--- config.mk ---
export PLATFORM = sky130hd
export DESIGN_NAME = raw_screen_image_to_bgr
export DESIGN_NICKNAME = d
export VERILOG_FILES = /design/src/sv/rsib_pkg.sv /design/src/sv/rsib_parser.sv /design/src/sv/rsib_convert.sv /design/src/sv/raw_screen_image_to_bgr.sv
export VERILOG_INCLUDE_DIRS = /design/src /design/src/sv
export SDC_FILE = /design/constraint.sdc
export NUM_CORES = 1
export LEC_CHECK = 0
export BUFFER_PORTS_ARGS = -buffer_cell sky130_fd_sc_hd__buf_2
export CAP_MARGIN = 20
export CORE_UTILIZATION = 58
export CTS_BUF_LIST = sky130_fd_sc_hd__clkbuf_2
export DETAILED_ROUTE_END_ITERATION = 16
export PLACE_DENSITY = 0.77
export SLEW_MARGIN = 0
export SYNTH_ARGS = -nofsm -noshare
export SYNTH_HDL_FRONTEND = slang
export SYNTH_HIERARCHICAL = 1
export SYNTH_SLANG_ARGS = --single-unit
--- constraint.sdc ---
create_clock -name clk -period 4.7 [get_ports clk]
set_input_delay 0.235 -clock clk [delete_from_list [all_inputs] [get_ports clk]]
set_output_delay 0.235 -clock clk [all_outputs]
set_load 0.01 [all_outputs]
--- src/sv/raw_screen_image_to_bgr_assert.svh ---
// ---------------------------------------------------------------------------
// Assertion macros for the raw screen image converter
// Shared property forms used by the concurrent checks of the top level.
// ---------------------------------------------------------------------------
`ifndef RAW_SCREEN_IMAGE_TO_BGR_ASSERT_SVH
`define RAW_SCREEN_IMAGE_TO_BGR_ASSERT_SVH

// The consequent must hold in the same cycle as the antecedent.
`define RSIB_ASSERT_SAME(name, clk, rst_n, ante, cons, msg) \
    name: assert property (@(posedge clk) disable iff (!rst_n) (ante) |-> (cons)) \
        else $error(msg);

// The consequent must hold in the cycle after the antecedent.
`define RSIB_ASSERT_NEXT(name, clk, rst_n, ante, cons, msg) \
    name: assert property (@(posedge clk) disable iff (!rst_n) (ante) |=> (cons)) \
        else $error(msg);

`endif

--- src/sv/rsib_pkg.sv ---
`timescale 1ns / 1ps
// ---------------------------------------------------------------------------
// rsib_pkg
// Constants, status codes and the parser result type of the converter.
// ---------------------------------------------------------------------------
package rsib_pkg;

    // Largest accepted image width or height.
    localparam int MAX_DIMENSION = 4096;

    // Saturated sizes hold up to MAX_DIMENSION + 1.
    localparam int DIM_W = $clog2(MAX_DIMENSION + 2);
    // Column and row counters hold up to MAX_DIMENSION.
    localparam int CNT_W = $clog2(MAX_DIMENSION + 1);

    // Header layout.
    localparam logic [3:0] HDR_BYTES = 4'd12;
    localparam logic [31:0] FMT_RGBA8888 = 32'd1;
    localparam logic [31:0] FMT_RGB565 = 32'd4;

    // Result status codes.
    typedef logic [1:0] status_t;
    localparam status_t ST_PIXEL = 2'd0;
    localparam status_t ST_BAD_FORMAT = 2'd1;
    localparam status_t ST_EMPTY = 2'd2;
    localparam status_t ST_TOO_LARGE = 2'd3;

    // One result as it leaves the parser, before color expansion.
    // For RGB565 the raw pixel sits in pix[15:0]; for RGBA8888 pix holds
    // red, green and blue from the lowest byte up.
    typedef struct packed {
        status_t     status;
        logic        last;
        logic        is565;
        logic [23:0] pix;
    } res_t;

endpackage

--- src/sv/rsib_parser.sv ---
`timescale 1ns / 1ps
// ---------------------------------------------------------------------------
// rsib_parser
// Header decoding, pixel byte assembly and image position tracking.
// ---------------------------------------------------------------------------
module rsib_parser (
    input  logic                clk,
    input  logic                rst_n,
    input  logic                step,
    input  logic [7:0]          data_byte,
    input  logic                frame_start,
    output logic                res_valid,
    output rsib_pkg::res_t      res,
    output logic                active
);

    localparam logic [3:0] IDX_WIDTH = 4'd4;
    localparam logic [3:0] IDX_HEIGHT = 4'd8;

    logic [3:0]                 hdr_idx_reg, hdr_idx_next;
    logic [31:0]                hdr_word_reg, hdr_word_next;
    logic [rsib_pkg::DIM_W-1:0] width_reg, width_next;
    logic [rsib_pkg::DIM_W-1:0] height_reg, height_next;
    logic                       is565_reg, is565_next;
    logic [1:0]                 phase_reg, phase_next;
    logic [23:0]                partial_reg, partial_next;
    logic [rsib_pkg::CNT_W-1:0] col_reg, col_next;
    logic [rsib_pkg::CNT_W-1:0] row_reg, row_next;
    logic                       active_reg, active_next;

    logic                       pix_done;
    logic [23:0]                pix;
    logic [rsib_pkg::DIM_W-1:0] col_p1;
    logic [rsib_pkg::DIM_W-1:0] row_p1;
    logic                       last;

    // Saturate a header word to the size range.
    function automatic logic [rsib_pkg::DIM_W-1:0] clamp_size(input logic [31:0] v);
        if (v > 32'(rsib_pkg::MAX_DIMENSION)) begin
            return rsib_pkg::DIM_W'(rsib_pkg::MAX_DIMENSION + 1);
        end
        return v[rsib_pkg::DIM_W-1:0];
    endfunction

    // Next-state and result logic for one consumed byte.
    always_comb
    begin
        hdr_idx_next = hdr_idx_reg;
        hdr_word_next = hdr_word_reg;
        width_next = width_reg;
        height_next = height_reg;
        is565_next = is565_reg;
        phase_next = phase_reg;
        partial_next = partial_reg;
        col_next = col_reg;
        row_next = row_reg;
        active_next = active_reg;
        res_valid = 1'b0;
        res = '0;
        pix_done = 1'b0;
        pix = '0;

        if (step) begin
            // A frame start abandons whatever was in progress.
            if (frame_start) begin
                active_next = 1'b1;
                hdr_idx_next = '0;
                phase_next = '0;
                partial_next = '0;
                col_next = '0;
                row_next = '0;
            end

            if (active_next) begin
                if (hdr_idx_next < rsib_pkg::HDR_BYTES) begin
                    // Header bytes shift into a little-endian word.
                    hdr_word_next = {data_byte, hdr_word_reg[31:8]};
                    hdr_idx_next = hdr_idx_next + 4'd1;
                    case (hdr_idx_next)
                        IDX_WIDTH:  width_next = clamp_size(hdr_word_next);
                        IDX_HEIGHT: height_next = clamp_size(hdr_word_next);
                        rsib_pkg::HDR_BYTES:
                        begin
                            res.status = rsib_pkg::ST_PIXEL;
                            if (hdr_word_next == rsib_pkg::FMT_RGB565) begin
                                is565_next = 1'b1;
                            end else if (hdr_word_next == rsib_pkg::FMT_RGBA8888) begin
                                is565_next = 1'b0;
                            end else begin
                                res.status = rsib_pkg::ST_BAD_FORMAT;
                            end
                            if (res.status == rsib_pkg::ST_PIXEL) begin
                                if (width_reg == '0 || height_reg == '0) begin
                                    res.status = rsib_pkg::ST_EMPTY;
                                end else if (width_reg > rsib_pkg::DIM_W'(rsib_pkg::MAX_DIMENSION)
                                    || height_reg > rsib_pkg::DIM_W'(rsib_pkg::MAX_DIMENSION))
                                begin
                                    res.status = rsib_pkg::ST_TOO_LARGE;
                                end
                            end
                            if (res.status != rsib_pkg::ST_PIXEL) begin
                                active_next = 1'b0;
                                res_valid = 1'b1;
                            end
                        end
                        default: ;
                    endcase
                end else if (is565_reg) begin
                    // RGB565: low byte first, then high byte completes the pixel.
                    if (phase_next == 2'd0) begin
                        partial_next = {16'd0, data_byte};
                        phase_next = 2'd1;
                    end else begin
                        pix_done = 1'b1;
                        pix = {8'd0, data_byte, partial_next[7:0]};
                        phase_next = '0;
                        partial_next = '0;
                    end
                end else begin
                    // RGBA8888: three color bytes collect, alpha completes the pixel.
                    if (phase_next != 2'd3) begin
                        partial_next = partial_next | ({16'd0, data_byte} << {phase_next, 3'b000});
                        phase_next = phase_next + 2'd1;
                    end else begin
                        pix_done = 1'b1;
                        pix = partial_next;
                        phase_next = '0;
                        partial_next = '0;
                    end
                end
            end
        end

        // Position tracking and the last-pixel mark.
        col_p1 = rsib_pkg::DIM_W'(col_next) + rsib_pkg::DIM_W'(1);
        row_p1 = rsib_pkg::DIM_W'(row_next) + rsib_pkg::DIM_W'(1);
        last = (col_p1 == width_reg) && (row_p1 == height_reg);
        if (pix_done) begin
            if (col_p1 >= width_reg) begin
                col_next = '0;
                row_next = row_p1[rsib_pkg::CNT_W-1:0];
            end else begin
                col_next = col_p1[rsib_pkg::CNT_W-1:0];
            end
            if (last) begin
                active_next = 1'b0;
            end
            res_valid = 1'b1;
            res.status = rsib_pkg::ST_PIXEL;
            res.last = last;
            res.is565 = is565_reg;
            res.pix = pix;
        end
    end

    // Parser state.
    always_ff @(posedge clk or negedge rst_n)
    begin
        if (!rst_n) begin
            hdr_idx_reg <= '0;
            hdr_word_reg <= '0;
            width_reg <= '0;
            height_reg <= '0;
            is565_reg <= 1'b0;
            phase_reg <= '0;
            partial_reg <= '0;
            col_reg <= '0;
            row_reg <= '0;
            active_reg <= 1'b0;
        end else begin
            hdr_idx_reg <= hdr_idx_next;
            hdr_word_reg <= hdr_word_next;
            width_reg <= width_next;
            height_reg <= height_next;
            is565_reg <= is565_next;
            phase_reg <= phase_next;
            partial_reg <= partial_next;
            col_reg <= col_next;
            row_reg <= row_next;
            active_reg <= active_next;
        end
    end

    assign active = active_reg;

endmodule

--- src/sv/rsib_convert.sv ---
`timescale 1ns / 1ps
// ---------------------------------------------------------------------------
// rsib_convert
// Expands a parsed pixel to 8-bit blue, green and red components.
// ---------------------------------------------------------------------------
module rsib_convert (
    input  rsib_pkg::res_t      res,
    output logic [7:0]          blue,
    output logic [7:0]          green,
    output logic [7:0]          red
);

    // Five-bit field to eight bits, rounded: (v * 527 + 23) >> 6.
    function automatic logic [7:0] expand5(input logic [4:0] v);
        logic [13:0] prod;
        prod = {9'd0, v} * 14'd527 + 14'd23;
        return prod[13:6];
    endfunction

    // Six-bit field to eight bits, rounded: (v * 259 + 33) >> 6.
    function automatic logic [7:0] expand6(input logic [5:0] v);
        logic [13:0] prod;
        prod = {8'd0, v} * 14'd259 + 14'd33;
        return prod[13:6];
    endfunction

    // Select between RGB565 expansion and RGBA8888 pass-through.
    always_comb
    begin
        if (res.is565) begin
            red = expand5(res.pix[15:11]);
            green = expand6(res.pix[10:5]);
            blue = expand5(res.pix[4:0]);
        end else begin
            red = res.pix[7:0];
            green = res.pix[15:8];
            blue = res.pix[23:16];
        end
    end

endmodule

--- src/sv/raw_screen_image_to_bgr.sv ---
`timescale 1ns / 1ps
// ---------------------------------------------------------------------------
// raw_screen_image_to_bgr
// Converts a raw screen capture byte stream to BGR pixels.
// ---------------------------------------------------------------------------
// Usage:
//   The input stream carries one capture byte per item in s_tdata; s_tuser
//   marks the first header byte of a new image. Twelve header bytes give
//   width, height and format as little-endian words; pixel bytes follow.
//   The output stream carries one BGR pixel per item, with m_tlast on the
//   final pixel and m_tuser holding the status (pixel or a header error).
//   A header error gives a single item with zero color and ends the frame.
//   Each accepted byte waits in the input register until the result register
//   is free; it is then parsed, and any result it gives is loaded into the
//   result register and m_tvalid rises.
//   Throughput: one byte per cycle while the receiver does not stall; a pixel
//   takes two bytes (RGB565) or four bytes (RGBA8888).
//   Reset clears all control state; the block then ignores bytes until a
//   byte with the start flag arrives.
//   When the receiver stalls, the result register holds and the input
//   register, if empty, still takes one more byte before s_tready falls.
// ---------------------------------------------------------------------------
`include "raw_screen_image_to_bgr_assert.svh"

module raw_screen_image_to_bgr (
    input  logic        clk,
    input  logic        rst_n,
    input  logic        s_tvalid,
    output logic        s_tready,
    input  logic [7:0]  s_tdata,    // [7:0] data_byte
    input  logic        s_tuser,    // [0] frame_start
    output logic        m_tvalid,
    input  logic        m_tready,
    output logic [23:0] m_tdata,    // [7:0] blue, [15:8] green, [23:16] red
    output logic [1:0]  m_tuser,    // [1:0] status
    output logic        m_tlast
);

    logic               in_valid_reg;
    logic [7:0]         in_byte_reg;
    logic               in_start_reg;
    logic               out_ready;
    logic               step;
    logic               res_valid;
    rsib_pkg::res_t     res;
    logic               parser_active;
    logic [7:0]         blue;
    logic [7:0]         green;
    logic [7:0]         red;
    logic               out_valid_reg;
    logic [23:0]        out_data_reg;
    logic [1:0]         out_status_reg;
    logic               out_last_reg;

    // Handshake: the result register frees up when empty or taken.
    assign out_ready = !out_valid_reg || m_tready;
    assign step = in_valid_reg && out_ready;
    assign s_tready = !in_valid_reg || out_ready;

    // Input register.
    always_ff @(posedge clk or negedge rst_n)
    begin
        if (!rst_n) begin
            in_valid_reg <= 1'b0;
        end else if (s_tready) begin
            in_valid_reg <= s_tvalid;
        end
    end

    always_ff @(posedge clk)
    begin
        if (s_tvalid && s_tready) begin
            in_byte_reg <= s_tdata;
            in_start_reg <= s_tuser;
        end
    end

    // Header and pixel parsing.
    rsib_parser u_parser (
        .clk         (clk),
        .rst_n       (rst_n),
        .step        (step),
        .data_byte   (in_byte_reg),
        .frame_start (in_start_reg),
        .res_valid   (res_valid),
        .res         (res),
        .active      (parser_active)
    );

    // Color expansion.
    rsib_convert u_convert (
        .res   (res),
        .blue  (blue),
        .green (green),
        .red   (red)
    );

    // Result register.
    always_ff @(posedge clk or negedge rst_n)
    begin
        if (!rst_n) begin
            out_valid_reg <= 1'b0;
        end else if (out_ready) begin
            out_valid_reg <= res_valid;
        end
    end

    always_ff @(posedge clk)
    begin
        if (res_valid) begin
            if (res.status == rsib_pkg::ST_PIXEL) begin
                out_data_reg <= {red, green, blue};
            end else begin
                out_data_reg <= '0;
            end
            out_status_reg <= res.status;
            out_last_reg <= res.last;
        end
    end

    assign m_tvalid = out_valid_reg;
    assign m_tdata = out_data_reg;
    assign m_tuser = out_status_reg;
    assign m_tlast = out_last_reg;

    // Checks.
    `RSIB_ASSERT_SAME(a_err_zero, clk, rst_n, m_tvalid && m_tuser != rsib_pkg::ST_PIXEL,
        m_tdata == '0 && !m_tlast, "error result carries color or last mark")
    `RSIB_ASSERT_NEXT(a_err_idle, clk, rst_n, step && res_valid && res.status != rsib_pkg::ST_PIXEL,
        !parser_active, "frame still active after a header error")
    `RSIB_ASSERT_NEXT(a_last_idle, clk, rst_n, step && res_valid && res.last,
        !parser_active, "frame still active after its last pixel")

endmodule

==> run_results.csv <==
group,metric,value,unit
outcome,status,"complete, but fails checks",
outcome,violations,"negative setup slack",
run,maxCapViolCount,0,
synthesis,synth.distinct_cells,65,
cts,clkLatencyLatePin,740,ps
finish,final_area,10900,um2
sta,post-route-period-util,100,%
synthesis,async_flop_share,75.3,%
placed_design,placed_area,10200,um2
synthesis,synthCells,1020,
floorplan,fp-row-count,46,
routing,drt-initial-drc-count,559,
worst_setup_path,worstSetupStartpointType,"flop",
synthesis,synth_top_family_by_area,"simple AND/OR/NAND/NOR gates",
finish,layout-drive-gt1-share,17.4,%
finish,syn_to_final_growth,14.0,%
sta,finalSetupViolations,1,
sta,slew_violations,0,
cts,cts.path.max_buffers,2,
routing,wl_per_cell,16.9,um
power,power_density,205,nW/um2
worst_setup_path,worstSetupPathType,"flop to flop",
cts,htreeDepth,4,
finish,final_nets,1208,
synthesis,synth-adder-area-share,13.2,%
worst_setup_path,timing.rr.start,"in_start_reg",
placed_design,pre_cts_ws,-135,ps
synthesis,synthSimpleGateAreaFrac,21.9,%
finish,fill_cells,1251,
worst_hold_path,hp-class,"input pin to asynchronous set/reset pin",
routing,drc_errors,0,
synthesis,synth_edf_count,36,
global_route,grt_start_max_net_pins,68,
global_route,track_usage,27.2,%
cts,cts_sinks,146,
worst_setup_path,rr_endpoint,"m_tdata[7]",
synthesis,syn-cell-area,9540,um2
global_route,grt_pass1_wl,35.4,mm
cts,cts_tree,"done",
sta,setup_tns,-15.2,ps
routing,via_per_inst,5.81,
worst_setup_path,cp.arrival,5330,ps
worst_setup_path,critPathRequiredTime,5310,ps
synthesis,syn_nets,1123,
routing,ant_nets,0,
global_route,grt_overflow,0,
synthesis,yosysWarnings,6,
synthesis,yosysSeqAreaShare,40.2,%
worst_setup_path,rrSetupSlack,-20,ps
floorplan,die_area,17000,um2
floorplan,die-height,130,um
routing,drt_pass1_iterations,5,
synthesis,synth_top_flop_cell,"dfrtp_1",
synthesis,synth_xor_area_share,4.31,%
sta,slew_headroom,43.0,%
routing,num_vias,7759,
power,p_leak,4.67,nW
floorplan,io_pins,42,
cts,clkTransAtPathRegs,200,ps
floorplan,coreArea,16000,um2
routing,finalWirelength,22.5,mm
sta,setup_slack,-15.2,ps
worst_setup_path,path_max_fanout,6,
worst_setup_path,end_kind,"flop",
synthesis,synth_mux_area_share,2.40,%
sta,hold_viol,0,
sta,worstMarginPinSlew,852,ps
global_route,grt_pass1_vias,7211,
placed_design,hpwl,16.0,mm
floorplan,fp.dieW,130,um
synthesis,ys_ff_latch,146,
power,ir_worst_vdd,197,uV
worst_setup_path,r2r_cells,17,
synthesis,synth_compound_area_share,13.5,%
synthesis,synth_area_per_cell,9.36,um2
sta,fmax,212,MHz
global_route,antenna_found_initial,1,
placed_design,portBuffers,41,
cts,cts-root-buf,"clkbuf_2",
cts,cts_buffers,17,
sta,fin_skew,32.9,ps
floorplan,start_util,59.6,%
sta,rsz0062_at_grt,"yes",
placed_design,finalWeightedCongestion,0.918,
sta,min_period,4720,ps
-- how the worst max path moves through the flow --
stage                     slack [ps]  cells past startpoint          from           to
after floorplan                   -4                     22      m_tvalid  m_tdata[19]
after global placement            10                     17      m_tvalid   m_tdata[3]
after detailed placement        -130                     18  in_start_reg  m_tdata[22]
after CTS                         30                     18      m_tvalid   m_tdata[6]
after global routing            -140                     17  in_start_reg   m_tdata[7]
final                            -20                     17  in_start_reg   m_tdata[7]
-- cells in the mapped netlist (13+ instances only) --
| cell | n | area share [%] |
|---|---|---|
| nand2_1 | 157 | 6.2 |
| dfrtp_1 | 110 | 29 |
| ha_1 | 73 | 9.6 |
| inv_1 | 64 | 2.5 |
| nor2_1 | 61 | 2.4 |
| and2_1 | 53 | 3.5 |
| o21ai_0 | 52 | 2.7 |
| edfxtp_1 | 36 | 11 |
| xnor2_1 | 34 | 3.1 |
| a21oi_1 | 31 | 1.6 |
| a22o_1 | 24 | 2.2 |
| clkbuf_1 | 24 | 0.94 |
| nand3_1 | 21 | 1.1 |
| a31oi_1 | 20 | 1.3 |
| fa_1 | 17 | 3.6 |
| nand4_1 | 17 | 1.1 |
| nor4_1 | 16 | 1.0 |
| mux2i_1 | 15 | 1.6 |
| nand2b_1 | 15 | 0.98 |
| nor3_1 | 14 | 0.73 |
| xor2_1 | 13 | 1.2 |
-- power breakdown --
| group | switching (mW) | internal (mW) |
|---|---|---|
| Clock | 0.446 | 0.194 |
| Sequential | 0.0521 | 1.35 |
| Combinational | 0.123 | 0.0736 |
-- per-stage QoR --
| stage | util (%) | power (mW) | std cells | hold WS, ps |
|---|---|---|---|---|
| floorplan | - | 1.52 | 1020 | -60.6 |
| global placement | 63.7 | 1.59 | 1273 | 390 |
| detailed placement | 63.7 | 1.60 | 1273 | 390 |
| CTS | 66.1 | 2.24 | 1320 | 103 |
| global route | 68.0 | 2.33 | 1335 | 142 |
| finish | 68.0 | 2.23 | 1335 | 107 |
-- metal layers --
| metal | global-route usage, % | routed length [um] |
|---|---|---|
| met5 | 0 | 0 |
| met4 | 9.71 | 466 |
| met3 | 5.33 | 1210 |
| met2 | 42.5 | 10600 |
| met1 | 37.7 | 10200 |
-- critical path: stages (launching register included) --
cell	delay, ps
edfxtp_1	480
buf_4	170
nand2b_4	150
ha_1	210
nand2b_4	180
a21oi_4	240
buf_6	130
and2_4	190
ha_4	210
fa_1	560
fa_1	470
ha_4	300
nand4b_1	140
a21oi_2	260
a211oi_4	90
or4_1	500
a31oi_1	160
and2_1	130
-- cell families after synthesis --
group,Yosys count
and+or+nand+nor,413
AOI/OAI and AO/OA,195
DFF,146
buffers and inverters,106
adders and majority gates,91
xor gates and xnor gates,47
muxes,22
-- layout make-up --
class / count / area, um2 / area share, %
multi-input combinational: 770 / 5600 / 51.5
inverter: 64 / 245 / 2.25
clock inverter: 11 / 88.8 / 0.817
antenna: 1 / 2.50 / 0.0230
timing repair buffer: 106 / 736 / 6.76
clock buffer: 21 / 105 / 0.966
tap: 216 / 270 / 2.48
sequential: 146 / 3830 / 35.2
-- layout by cell type (no fill, tap or decap), drive strengths merged, types with 17 or more instances in the layout --
cell and instances:
nor2 63, xnor2 34, ha 73, inv 65, fa 17, o21ai 60, clkbuf 21, and2 53
dfrtp 110, buf 93, nand4 17, nand2 158, a31oi 20, a22o 24, edfxtp 36, nor4 21
nand3 21, a21oi 33
-- repair_timing --
item / in CTS / in global routing
hold endpoints to repair: 77 / 0
setup endpoints to repair: 15 / 37
hold buffers: 13 / 0
pin swaps: 4 / 23
buffers inserted: 1 / 12
cloned: 1 / 1
resized for setup: 8 / 38
No activity file was read; power rests on OpenSTA's default activity.
